### src/rtl/fcct_pkg.sv
`timescale 1ns / 1ps
package fcct_pkg;

  typedef enum logic [2:0] {
    OP_WRITE   = 3'd0,
    OP_READ    = 3'd1,
    OP_TRIGGER = 3'd2,
    OP_RELOAD  = 3'd3,
    OP_ADVANCE = 3'd4,
    OP_ACK     = 3'd5,
    OP_RETI    = 3'd6,
    OP_NONE    = 3'd7
  } op_t;

  typedef enum logic [1:0] {
    IS_NONE    = 2'd0,
    IS_PENDING = 2'd1,
    IS_RAISED  = 2'd2,
    IS_SERVICE = 2'd3
  } int_state_t;

  typedef enum logic [2:0] {
    ST_IDLE,
    ST_DIV,
    ST_CHAN,
    ST_TIMER,
    ST_COUNT,
    ST_DONE
  } state_t;

  localparam logic [7:0] CW_INT     = 8'h80;
  localparam logic [7:0] CW_COUNTER = 8'h40;
  localparam logic [7:0] CW_PRE256  = 8'h20;
  localparam logic [7:0] CW_TRIGGER = 8'h08;
  localparam logic [7:0] CW_CONST   = 8'h04;
  localparam logic [7:0] CW_RESET   = 8'h02;
  localparam logic [7:0] CW_CONTROL = 8'h01;

  typedef struct packed {
    logic [2:0] op;
    logic [1:0] channel;
    logic [7:0] value;
    logic [9:0] clocks;
  } in_item_t;

  typedef struct packed {
    logic [7:0] data_out;
    logic       ack_valid;
    logic [7:0] ack_vector;
    logic       reti_hit;
    logic       int_raised;
    logic       int_pending;
  } out_item_t;

endpackage

### src/rtl/fcct_int_ctrl.sv
`timescale 1ns / 1ps
module fcct_int_ctrl #(
  parameter int CHANNELS = 4
) (
  input  logic [CHANNELS-1:0][1:0] status,
  output logic [CHANNELS-1:0][1:0] status_raised,
  output logic                     any_raised
);
  import fcct_pkg::*;

  // Raise every pending channel ahead of the first raised or in-service one.
  always_comb begin
    logic stop;
    stop = 1'b0;
    any_raised = 1'b0;
    status_raised = status;
    for (int i = 0; i < CHANNELS; i++) begin
      if (status[i] == IS_RAISED || status[i] == IS_SERVICE) begin
        stop = 1'b1;
      end
      if (!stop && status[i] == IS_PENDING) begin
        status_raised[i] = IS_RAISED;
        any_raised = 1'b1;
      end
    end
  end
endmodule

### src/rtl/four_channel_counter_timer.sv
`timescale 1ns / 1ps
// Four-channel counter/timer in the style of a classic CPU peripheral. Each
// input transaction is one operation (bus write, counter read, trigger,
// reload, advance by system clocks, interrupt acknowledge, return from
// interrupt) and yields exactly one result transaction. Bus operations are
// accepted, executed and presented in turn. An advance runs a small
// sequencer: it first subtracts repeatedly for the divide-by-EXT_DIVIDE
// clock prescaler, then visits each channel and, for a running timer or a
// counting channel 1 or 2, consumes one prescaler period or counter wrap
// per step, all through one shared 17-bit subtract and compare, so the
// length of an advance is set by the single subtract unit. The block is
// not ready while an operation is in progress, and a result waits in the
// output register until it is taken.
module four_channel_counter_timer #(
  parameter int CHANNELS    = 4,
  parameter int MAX_ADVANCE = 1023,
  parameter int EXT_DIVIDE  = 13
) (
  input  logic                  clk,
  input  logic                  rst,
  input  logic                  in_valid,
  output logic                  in_stall,
  input  fcct_pkg::in_item_t    in_data,
  output logic                  out_valid,
  input  logic                  out_stall,
  output fcct_pkg::out_item_t   out_data
);
  import fcct_pkg::*;

  localparam int CW = (CHANNELS > 1) ? $clog2(CHANNELS) : 1;
  localparam int AW = 17;
  localparam int RW = $clog2(EXT_DIVIDE + 1);

  state_t state, state_next;

  logic [CHANNELS-1:0][7:0] control_word;
  logic [CHANNELS-1:0][7:0] prescale_count;
  logic [CHANNELS-1:0][7:0] time_constant;
  logic [CHANNELS-1:0][7:0] down_count;
  logic [CHANNELS-1:0]      running;
  logic [CHANNELS-1:0][1:0] int_status;
  logic [4:0]               vector_base;
  logic [RW-1:0]            clock_remainder;

  in_item_t  item;
  out_item_t result;
  logic      raised_acc;

  // Advance working registers: clks for timers, ticks for counters.
  logic [AW-1:0] clks, total, ticks, work;
  logic [CW-1:0] ch;
  logic [8:0]    cntr;
  logic [AW-1:0] adv_clks;

  // Shared subtract/compare unit.
  logic [AW-1:0] sub_a, sub_b, sub_d;
  logic          sub_lt;
  assign sub_d  = sub_a - sub_b;
  assign sub_lt = sub_a < sub_b;

  logic [CHANNELS-1:0][1:0] st_in, st_raised;
  logic any_raised;
  fcct_int_ctrl #(.CHANNELS(CHANNELS)) u_int (
    .status(st_in), .status_raised(st_raised), .any_raised(any_raised));

  logic ok;
  logic [CW-1:0] ich;
  assign ok  = 32'(item.channel) < CHANNELS;
  assign ich = item.channel[CW-1:0];

  logic [7:0] cw_c;
  logic [8:0] pre_c, cons_c;
  assign cw_c   = control_word[ch];
  assign pre_c  = (prescale_count[ch] == 8'd0) ? 9'h100 : {1'b0, prescale_count[ch]};
  assign cons_c = (time_constant[ch] == 8'd0) ? 9'h100 : {1'b0, time_constant[ch]};

  // Per-channel decisions of an advance.
  logic chan_live, is_timer, enter_timer, enter_count, last_ch, timer_end, count_end;
  assign chan_live   = (cw_c & (CW_CONST | CW_RESET)) == 8'd0;
  assign is_timer    = (cw_c & CW_COUNTER) == 8'd0;
  assign enter_timer = chan_live && is_timer && running[ch];
  assign enter_count = chan_live && !is_timer && (32'(ch) == 1 || 32'(ch) == 2);
  assign last_ch     = 32'(ch) == CHANNELS - 1;
  assign timer_end   = (clks == '0) || sub_lt;
  assign count_end   = (work == '0) || sub_lt;

  assign adv_clks = (32'(in_data.clocks) > MAX_ADVANCE) ?
                    AW'(MAX_ADVANCE) : AW'(in_data.clocks);

  // The acknowledge serves the highest-priority raised channel.
  logic          ack_hit;
  logic [CW-1:0] ack_idx;
  always_comb begin
    ack_hit = 1'b0;
    ack_idx = '0;
    for (int i = CHANNELS - 1; i >= 0; i--) begin
      if (int_status[i] == IS_RAISED) begin
        ack_hit = 1'b1;
        ack_idx = CW'(i);
      end
    end
  end

  assign in_stall  = (state != ST_IDLE);
  assign out_valid = (state == ST_DONE);

  always_comb begin
    unique case (state)
      ST_TIMER: begin
        sub_a = clks;
        sub_b = AW'(pre_c);
      end
      ST_COUNT: begin
        sub_a = work;
        sub_b = AW'(cntr);
      end
      default: begin
        sub_a = total;
        sub_b = AW'(EXT_DIVIDE);
      end
    endcase
  end

  always_comb begin
    state_next = state;
    unique case (state)
      ST_IDLE: begin
        if (in_valid) state_next = (in_data.op == OP_ADVANCE) ? ST_DIV : ST_CHAN;
      end
      ST_DIV: begin
        if (sub_lt) state_next = ST_CHAN;
      end
      ST_CHAN: begin
        if (item.op != OP_ADVANCE) state_next = ST_DONE;
        else if (enter_timer) state_next = ST_TIMER;
        else if (enter_count) state_next = ST_COUNT;
        else if (last_ch) state_next = ST_DONE;
      end
      ST_TIMER: begin
        if (timer_end) state_next = last_ch ? ST_DONE : ST_CHAN;
      end
      ST_COUNT: begin
        if (count_end) state_next = last_ch ? ST_DONE : ST_CHAN;
      end
      ST_DONE: begin
        if (!out_stall) state_next = ST_IDLE;
      end
      default: state_next = ST_IDLE;
    endcase
  end

  always_ff @(posedge clk) begin
    if (rst) state <= ST_IDLE;
    else state <= state_next;
  end

  always_ff @(posedge clk) begin
    if (rst) begin
      for (int i = 0; i < CHANNELS; i++) begin
        control_word[i]   <= CW_RESET | CW_CONTROL;
        prescale_count[i] <= 8'd0;
        time_constant[i]  <= 8'd0;
        down_count[i]     <= 8'd0;
        running[i]        <= 1'b0;
        int_status[i]     <= IS_NONE;
      end
      vector_base     <= 5'd0;
      clock_remainder <= '0;
    end else begin
      unique case (state)
        ST_IDLE: begin
          if (in_valid) begin
            item       <= in_data;
            raised_acc <= 1'b0;
            result     <= '0;
            clks       <= adv_clks;
            total      <= adv_clks + AW'(clock_remainder);
            ticks      <= '0;
            ch         <= '0;
          end
        end
        ST_DIV: begin
          if (sub_lt) begin
            clock_remainder <= total[RW-1:0];
          end else begin
            total <= sub_d;
            ticks <= ticks + AW'(1);
          end
        end
        ST_CHAN: begin
          unique case (item.op)
            OP_WRITE: if (ok) begin
              if ((control_word[ich] & CW_CONST) != 8'd0) begin
                control_word[ich]  <= control_word[ich] & ~(CW_CONST | CW_RESET);
                time_constant[ich] <= item.value;
                down_count[ich]    <= item.value;
              end else if (item.value[0]) begin
                control_word[ich] <= item.value;
                if ((item.value & CW_RESET) != 8'd0) begin
                  running[ich]        <= 1'b0;
                  prescale_count[ich] <= ((item.value & CW_PRE256) != 8'd0) ? 8'd0 : 8'd16;
                  int_status[ich]     <= IS_NONE;
                end
              end else if (ich == '0) begin
                vector_base   <= item.value[7:3];
                int_status[0] <= IS_NONE;
              end
            end
            OP_READ: if (ok) result.data_out <= down_count[ich];
            OP_TRIGGER: begin
              if (ok && (control_word[ich] & (CW_CONST | CW_RESET)) == 8'd0) begin
                if ((control_word[ich] & CW_COUNTER) != 8'd0) begin
                  if (down_count[ich] == 8'd1) begin
                    down_count[ich] <= time_constant[ich];
                    if ((control_word[ich] & CW_INT) != 8'd0 &&
                        int_status[ich] == IS_NONE) begin
                      int_status <= st_raised;
                      raised_acc <= any_raised;
                    end
                  end else begin
                    down_count[ich] <= down_count[ich] - 8'd1;
                  end
                end else if ((control_word[ich] & CW_TRIGGER) != 8'd0) begin
                  running[ich] <= 1'b1;
                end
              end
            end
            OP_RELOAD: if (ok) begin
              down_count[ich]     <= time_constant[ich];
              prescale_count[ich] <= ((control_word[ich] & CW_PRE256) != 8'd0) ? 8'd0 : 8'd16;
            end
            OP_ACK: begin
              if (ack_hit) begin
                int_status[ack_idx] <= IS_SERVICE;
                result.ack_valid    <= 1'b1;
                result.ack_vector   <= {vector_base, 3'({ack_idx, 1'b0})};
              end
            end
            OP_RETI: begin
              if (st_in != int_status) begin
                int_status      <= st_raised;
                result.reti_hit <= 1'b1;
                raised_acc      <= any_raised;
              end
            end
            OP_ADVANCE: begin
              // Visit one channel; timers and counters hand over to loops.
              if (enter_timer) begin
                work <= clks;
              end else if (enter_count) begin
                cntr <= (down_count[ch] == 8'd0) ? 9'h100 : {1'b0, down_count[ch]};
                work <= ticks;
              end else begin
                if (chan_live && is_timer && (cw_c & CW_TRIGGER) == 8'd0) begin
                  running[ch] <= 1'b1;
                end
                if (!last_ch) ch <= ch + CW'(1);
              end
            end
            default: ;
          endcase
        end
        ST_TIMER: begin
          // One prescaler period per cycle; clks holds what is left.
          if (timer_end) begin
            if (clks != '0) prescale_count[ch] <= prescale_count[ch] - clks[7:0];
            clks <= work;
            if (!last_ch) ch <= ch + CW'(1);
          end else begin
            clks <= sub_d;
            prescale_count[ch] <= ((cw_c & CW_PRE256) != 8'd0) ? 8'd0 : 8'd16;
            if (down_count[ch] == 8'd1) begin
              down_count[ch] <= time_constant[ch];
              if ((cw_c & CW_INT) != 8'd0 && int_status[ch] == IS_NONE) begin
                int_status <= st_raised;
                if (any_raised) raised_acc <= 1'b1;
              end
            end else begin
              down_count[ch] <= down_count[ch] - 8'd1;
            end
          end
        end
        ST_COUNT: begin
          if (count_end) begin
            down_count[ch] <= (work == '0) ? cntr[7:0] : 8'(cntr - work[8:0]);
            if (!last_ch) ch <= ch + CW'(1);
          end else begin
            work <= sub_d;
            cntr <= cons_c;
            if ((cw_c & CW_INT) != 8'd0 && int_status[ch] == IS_NONE) begin
              int_status <= st_raised;
              if (any_raised) raised_acc <= 1'b1;
            end
          end
        end
        default: ;
      endcase
    end
  end

  // Interrupt unit input: a channel whose count hit zero enters pending
  // before the raise pass; on return from interrupt the first in-service
  // channel is ended first.
  always_comb begin
    logic found;
    found = 1'b0;
    st_in = int_status;
    if (state == ST_CHAN && item.op == OP_RETI) begin
      for (int i = 0; i < CHANNELS; i++) begin
        if (!found && int_status[i] == IS_SERVICE) begin
          st_in[i] = IS_NONE;
          found = 1'b1;
        end
      end
    end else if (state == ST_CHAN && item.op == OP_TRIGGER && ok) begin
      if (int_status[ich] == IS_NONE) st_in[ich] = IS_PENDING;
    end else if (state == ST_TIMER || state == ST_COUNT) begin
      if (int_status[ch] == IS_NONE) st_in[ch] = IS_PENDING;
    end
  end

  // Result flags are finished when the sequencer enters the done state.
  logic any_pend;
  always_comb begin
    any_pend = 1'b0;
    for (int i = 0; i < CHANNELS; i++)
      if (int_status[i] != IS_NONE) any_pend = 1'b1;
  end

  logic [1:0] flags;
  assign flags = {raised_acc, any_pend};
  out_item_t shown;
  always_comb begin
    shown = result;
    shown.int_raised  = flags[1];
    shown.int_pending = flags[0];
  end
  assign out_data = shown;

  assert property (@(posedge clk) disable iff (rst)
    out_valid |-> in_stall)
    else $error("result shown while idle");
  assert property (@(posedge clk) disable iff (rst)
    (state == ST_IDLE && in_valid) |=> state != ST_IDLE)
    else $error("accepted transaction lost");
  assert property (@(posedge clk) disable iff (rst)
    (out_valid && out_stall) |=> out_valid && $stable(out_data))
    else $error("stalled result changed");
endmodule

### config.mk
export PLATFORM = sky130hd
export DESIGN_NAME = four_channel_counter_timer
export DESIGN_NICKNAME = d
export VERILOG_FILES = /design/src/rtl/fcct_pkg.sv /design/src/rtl/fcct_int_ctrl.sv /design/src/rtl/four_channel_counter_timer.sv
export SDC_FILE = /design/constraint.sdc
export NUM_CORES = 1
export LEC_CHECK = 0
export BUFFER_PORTS_ARGS = -buffer_cell sky130_fd_sc_hd__buf_4
export CAP_MARGIN = 20
export CORE_UTILIZATION = 28
export CTS_CLUSTER_SIZE = 16
export DETAILED_ROUTE_END_ITERATION = 16
export SLEW_MARGIN = 15
export SYNTH_ARGS = -nofsm -noshare
export SYNTH_HDL_FRONTEND = slang
export SYNTH_SLANG_ARGS = --single-unit
### constraint.sdc
create_clock -name clk -period 5.5 [get_ports clk]
set_clock_uncertainty 0.1 [all_clocks]
set_input_delay 0.55 -clock clk [delete_from_list [all_inputs] [get_ports clk]]
set_output_delay 0.55 -clock clk [all_outputs]
set_load 0.05 [all_outputs]
# Word-level counts from Yosys, hierarchy flattened
# Cells that the tools add are included.
dict set report word_totals {
  in_bits 27
  word_cells 437
  register_bits 263
}
dict set report classes {
  add_sub_neg 8
  n_eq_ne 85
  n_mux 199
  order_cmp 7
  n_bitwise 16
  n_reduce_logical 84
}
# op n
set op_table {}
lappend op_table {{$mux 32} 14}
lappend op_table {{$bwmux 32} 13}
lappend op_table {{$mux 8} 28}
lappend op_table {{$pmux 32 s3} 2}
lappend op_table {{$mux 17} 10}
lappend op_table {{$pmux 17 s2} 5}
lappend op_table {{$pmux 32 s2} 2}
lappend op_table {{$bmux 8 s2} 7}
lappend op_table {{$mux 9} 9}
lappend op_table {{$logic_not 8->1} 7}
lappend op_table {{$mux 2} 27}
lappend op_table {{$ne 2x2->1 const B} 23}
lappend op_table {{$ne 3x3->1 const B} 13}
lappend op_table {{$mux 1} 38}
lappend op_table {{$eq 2x2->1 const B} 18}
lappend op_table {{$mux 4} 9}
lappend op_table {{$pmux 18 s2} 1}
lappend op_table {{$pmux 9 s2} 2}
lappend op_table {{$logic_not 17->1} 2}
lappend op_table {{$demux 8 s2} 2}
lappend op_table {{$pmux 8 s4} 1}
lappend op_table {{$mux 3} 10}
lappend op_table {{$reduce_and 14->1} 2}
lappend op_table {{$pmux 8 s3} 1}
lappend op_table {{58 further kinds} 153}

# Depth between registers and ports, before layout
dict set report logic_depth {
  word_depth 30
  ltp_mapped 20
  ltp_nobuf 15
}

# Hierarchy
# A second synthesis with hierarchy kept.
dict set report hier_totals {
  hier_cells 1957
  area_unflattened_um2 16916.2
}
# mod n_inst seq_area_each_um2 area_each_um2 cells_each
set modules_own_cells {}
lappend modules_own_cells {four_channel_counter_timer 1 6185.9 16798.6 1939}
lappend modules_own_cells {fcct_int_ctrl 1 0.0 117.6 18}

# Worst setup path before layout
# Ideal clock, no wire load.
dict set report synth_path {
  path_type {register -> register}
  startpoint {register ch[0]}
  endpoint {register work[0], enable pin}
  n_path_buf 3
  slack_ns 0.560
  setup_ns 0.397
  path_stages_with_launch 15
  arrival_time_ns 4.443
  synth_period_minus_slack_ns 4.940
  path_cell_list {edfxtp_1 buf_2 buf_2 buf_2 mux4_2 nor4_1 a32oi_1 ha_1 o21a_1 nor2_1 a31oi_1 o31ai_2 a31oi_4 o21ai_0 a21oi_1}
}
dict set report synth_via {
  elab_chain_cells 9
  word_cells_on_any_way 24
  cone_classes {1 x order compare; 4 x eq/ne; 8 x mux; 11 x reduce/logical}
}
# element line_no
set synth_lines {}
lappend synth_lines {{start: declaration} four_channel_counter_timer.sv:51} ;# logic [CW-1:0] ch;
lappend synth_lines {{start signal: assignment} four_channel_counter_timer.sv:257} ;# if (!last_ch) ch <= ch + CW'(1);
lappend synth_lines {{start signal: assignment} four_channel_counter_timer.sv:268} ;# if (!last_ch) ch <= ch + CW'(1);
lappend synth_lines {{start signal: assignment} four_channel_counter_timer.sv:286} ;# if (!last_ch) ch <= ch + CW'(1);
lappend synth_lines {{$bmux 8 s2} four_channel_counter_timer.sv:74} ;# assign pre_c = (prescale_count[ch] == 8'd0) ? 9'h100 : {1'b0, prescale_count[ch]};
lappend synth_lines {{$mux 8 (not written as such)} four_channel_counter_timer.sv:74}
lappend synth_lines {{$logic_not 8->1} four_channel_counter_timer.sv:74}
lappend synth_lines {{$mux 9} four_channel_counter_timer.sv:74}
lappend synth_lines {{$pmux 9 s2} four_channel_counter_timer.sv:108} ;# unique case (state)
lappend synth_lines {{$lt 17x17->1} four_channel_counter_timer.sv:59} ;# assign sub_lt = sub_a < sub_b;
lappend synth_lines {{$logic_or 1x1->1} four_channel_counter_timer.sv:85} ;# assign count_end = (work == '0) || sub_lt;
lappend synth_lines {{$ne 2x2->1 (no source line)} -}
lappend synth_lines {{$reduce_and 5->1 (no source line) *} -}
lappend synth_lines {{end signal: assignment} four_channel_counter_timer.sv:249} ;# work <= clks;
lappend synth_lines {{end signal: assignment} four_channel_counter_timer.sv:252} ;# work <= ticks;
lappend synth_lines {{end signal: assignment} four_channel_counter_timer.sv:288} ;# work <= sub_d;
lappend synth_lines {{end: declaration} four_channel_counter_timer.sv:50} ;# logic [AW-1:0] clks, total, ticks, work;
# Every way passes the cells marked *; elsewhere a longest branch is shown, timed or not. The select of a mux whose other input is x is not followed.
# A chain may end at the register's enable or synchronous reset.

# Final worst setup path
dict set report layout_path {
  startpoint {register state[0]}
  endpoint {register down_count[22] (netlist name)}
}
dict set report layout_via {
  elab_chain_cells 6
  word_cells_on_any_way 17
  cone_classes {1 x order compare; 9 x eq/ne; 3 x mux; 4 x reduce/logical}
}
# element line_no
set layout_lines {}
lappend layout_lines {{start: declaration} four_channel_counter_timer.sv:34} ;# state_t state, state_next;
lappend layout_lines {{start signal: assignment} four_channel_counter_timer.sv:154} ;# else state <= state_next;
lappend layout_lines {{$eq 3x3->1 / $eq 3x2->1 (equally long branches)} {four_channel_counter_timer.sv:108, four_channel_counter_timer.sv:170}}
lappend layout_lines {{$pmux 17 s2 / $pmux 9 s2 (equally long branches)} four_channel_counter_timer.sv:108}
lappend layout_lines {{$lt 17x17->1} four_channel_counter_timer.sv:59}
lappend layout_lines {{$logic_or 1x1->1 (on tied branches)} {four_channel_counter_timer.sv:84, four_channel_counter_timer.sv:85}}
lappend layout_lines {{$ne 2x2->1 (no source line)} -}
lappend layout_lines {{$reduce_and 7->1 (no source line)} -}
lappend layout_lines {{end signal: indexed assignment} four_channel_counter_timer.sv:196} ;# down_count[ich] <= item.value;
lappend layout_lines {{end signal: indexed assignment} four_channel_counter_timer.sv:214} ;# down_count[ich] <= time_constant[ich];
lappend layout_lines {{end signal: indexed assignment} four_channel_counter_timer.sv:221} ;# down_count[ich] <= down_count[ich] - 8'd1;
lappend layout_lines {{end: declaration} four_channel_counter_timer.sv:39} ;# logic [CHANNELS-1:0][7:0] down_count;
# Parallel ways exist; a longest one is shown, timed or not.

==> results.cfg <==
[run_status]
outcome = finished, violations left
violations = DRC

[setup_path]
cp_num_buf_inv = 1
path_delay_family = compound AO/OA/AOI/OAI gates
crit_start = state[0]
worstPathMaxFanout = 42
regToRegEndpoint = down_count[22]
arrival_ns = 5.17
r2r_cells = 13
worst-setup-path-type = flop to flop
critPathMostFrequentCell = nor2b_1
r2r_start = state[0]
end_kind = flop
crit_chain = nand2_1, nor2_4, buf_4, a22oi_1, ha_1, nor2b_1, o21ai_0, a21oi_1, o31ai_2, a31oi_4, a2111oi_2, nor2b_1, a221oi_1
r2r_setup_slack_ns = 0.66
cp_slowest_cell = dfxtp_1
cp.required_ns = 5.82
cp-start-kind = flop
path_depth = 13
endpoint = down_count[22]
cp_slowest_stage_delay_ns = 0.67

[synthesis]
yosys-top-cells-area = edfxtp_1 20%, dfxtp_1 17%, mux4_2 6.8%
synthesis.area_um2 = 16800
synth-seq-cells = 254
synth_top_family_by_area = compound AO/OA/AOI/OAI gates
synth_xor_area_share_pct = 2.61
netlist_instances = 1918
synth_cell_types = 92
synth_area_leader_cell = edfxtp_1
synth_compound_gate_area_share_pct = 21.6
synth_seq_area_share_pct = 36.9
yosysTopAreaCellShare_pct = 19.7
avgSynthCellArea_um2 = 8.75
synth_mux_area_share_pct = 10.6
syn_nets = 1988
synth_fa_ha_area_share_pct = 3.39
yosysWarnings = 0
yosys.area_share.simple_pct = 20.0
synth_edf_count = 110
async_reset_ff_share_pct = 0
synthFlopType = dfxtp_1

[drt]
final_antenna_net_count = 0
vias_per_cell = 5.73
dr.pass1.iters = 12
routed_wl_mm = 58.4
drt-initial-drc-count = 1534
wl_per_cell_um = 21.5
drc = 2
num_vias = 15500

[cts]
cts_buffers = 30
post_cts_resize_count = 0
path_clk_slew_ns = 0.06
clock_path_buffers = 3
tritoncts = built
cts_root_buffer = clkbuf_16
postCtsSetupBuffers = 0
holdBufCountCts = 0
clock_latency_ns = 0.60
htree_levels = 1
cts.sinks = 254

[place]
place_congestion = 0.962
io_buffers = 47
placed_area_um2 = 17900
dp.final_hpwl_mm = 42.0

[grt]
gr-total-overflow = 0
grt_antenna_before_repair = 0
grt_max_degree = 91
grt_pass1_vias = 15100
grt_pass1_wl_mm = 90.2
track_usage_pct = 19.0

[min_path]
hold_class = input pin to flop
hold_path_startpoint = in_data[18]

[floorplan]
fp-row-count = 89
die_area_um2 = 60900
dieHeight_um = 247
start_util_pct = 28.4
ios = 49
die_x_um = 247
coreArea_um2 = 59100

[sta]
grt_setup_unrepaired = no
fin_tns_setup_ns = 0
slew_headroom_pct = 31.1
finalSetupViolations = 0
min_period_ns = 4.84
slew_viol_final = 0
hold_violations = 0
fin_crit_sh_pct = 88.1
worst_slew_pin_slew_ns = 1.03
max_freq_mhz = 206

[layout]
final_util_pct = 32.0
finish.net_count = 1983
area_delta_synth_final_pct = 12.7
drive_gt1_share_pct = 12.8
final_area_um2 = 18900
antenna_cells = 0

[power]
power.density_nw_per_um2 = 427
vdd_drop_max_mv = 0.254
power_leakage_uw = 0.00671

[job]
drv_cap = 0
==> placed cells by master (no fill, tap or decap), drive strengths merged, types with 46 or more instances in the layout <==
master    n
a21oi   184
buf      96
clkbuf   46
dfxtp   144
edfxtp  110
inv      60
mux2i    51
mux4     51
nand2   220
nor2    231
o21ai   115
==> report_power, final <==
group / internal, uW / leakage [uW] / switching [uW]
combinational: 1160 / 0.00402 / 2320
sequential: 2260 / 0.00219 / 292
clock: 1200 / 0.000501 / 836
==> worst min path at each step <==
stage	endpoint	slack (ns)	cells after the start
2_1_floorplan	prescale_count[17]	0.33	2
3_3_place_gp	prescale_count[6]	0.34	2
3_5_place_dp	prescale_count[16]	0.35	2
4_1_cts	ich[0]	0.005	1
5_1_grt	ich[1]	0.01	1
6_report	ich[0]	0.03	1
==> layout make-up <==
cell class / count / area [um2]
Clock buffer: 46 / 928
Clock inverter: 9 / 77.6
Fill cell: 6066 / 40200
Inverter: 61 / 229
Multi-Input combinational cell: 1470 / 9790
Sequential cell: 254 / 6190
Tap cell: 773 / 967
Timing Repair Buffer: 96 / 721
==> per-layer routing <==
metal | part of all wire, % | track usage (%) | wire length [um] | vias up
li1 | - | - | - | 7089
met1 | 43 | 24.9 | 24900 | 7668
met2 | 47 | 31.4 | 27600 | 640
met3 | 6.2 | 2.51 | 3630 | 126
met4 | 3.7 | 7.59 | 2180 | 0
met5 | 0 | 0 | 0 | -
==> synth_stat cells (all sizes together) (5+ instances only) <==
master	number
nor2	231
nand2	220
a21oi	184
dfxtp	144
o21ai	115
edfxtp	110
clkbuf	91
inv	60
mux2i	51
mux4	51
buf	42
nand3	41
ha	39
nor2b	39
a211oi	37
nor3	36
a31oi	30
a22oi	29
xnor2	29
a311oi	23
and2	23
xor2	21
nand4	20
nor4	20
a221oi	19
nand2b	19
and3	17
o22ai	13
or3	13
mux2	11
o21a	10
a21o	7
o2111ai	7
o21bai	7
o31ai	7
a211o	6
a32o	6
o211ai	6
or2	6
a2111oi	5
nor3b	5
==> metrics by stage <==
stage	hold WS (ns)	instances	setup WS, ns	total power [uW]
final	0.0260	2709	0.656	8070
after global routing	0.0138	2709	0.258	8490
after global placement	0.336	2653	0.782	5980
after detailed placement	0.348	2653	0.719	5990
after CTS	0.00539	2708	0.694	8050
after floorplan	0.329	1918	0.560	4940
==> worst register-to-register path, stage by stage (launching register included) <==
cell and delay [ns]:
dfxtp_1 0.67, nand2_1 0.35, nor2_4 0.18, buf_4 0.45
a22oi_1 0.22, ha_1 0.33, nor2b_1 0.12, o21ai_0 0.21
a21oi_1 0.15, o31ai_2 0.43, a31oi_4 0.23, a2111oi_2 0.47
nor2b_1 0.58, a221oi_1 0.19
==> flip-flops by register name, summed over array words and instances (netlist names) <==
register         count
control_word        24
clock_remainder      4
vector_base          5
prescale_count      32
ticks               17
running              4
ich                  2
work                17
out_data            17
raised_acc           1
state                3
item                11
total               17
ch                   2
int_status           8
time_constant       32
cntr                 9
down_count          32
clks                17
==> cell families (layout without fill, tap and decap cells) <==
group	count (synthesis)	count (layout)
fa+ha+maj	43	43
compound gates	555	555
simple gates	708	708
other cells	1	1
flops	254	254
mux	113	113
buf+inv	194	212
xor+xnor	50	50
Power figures use the tool's default switching activity.
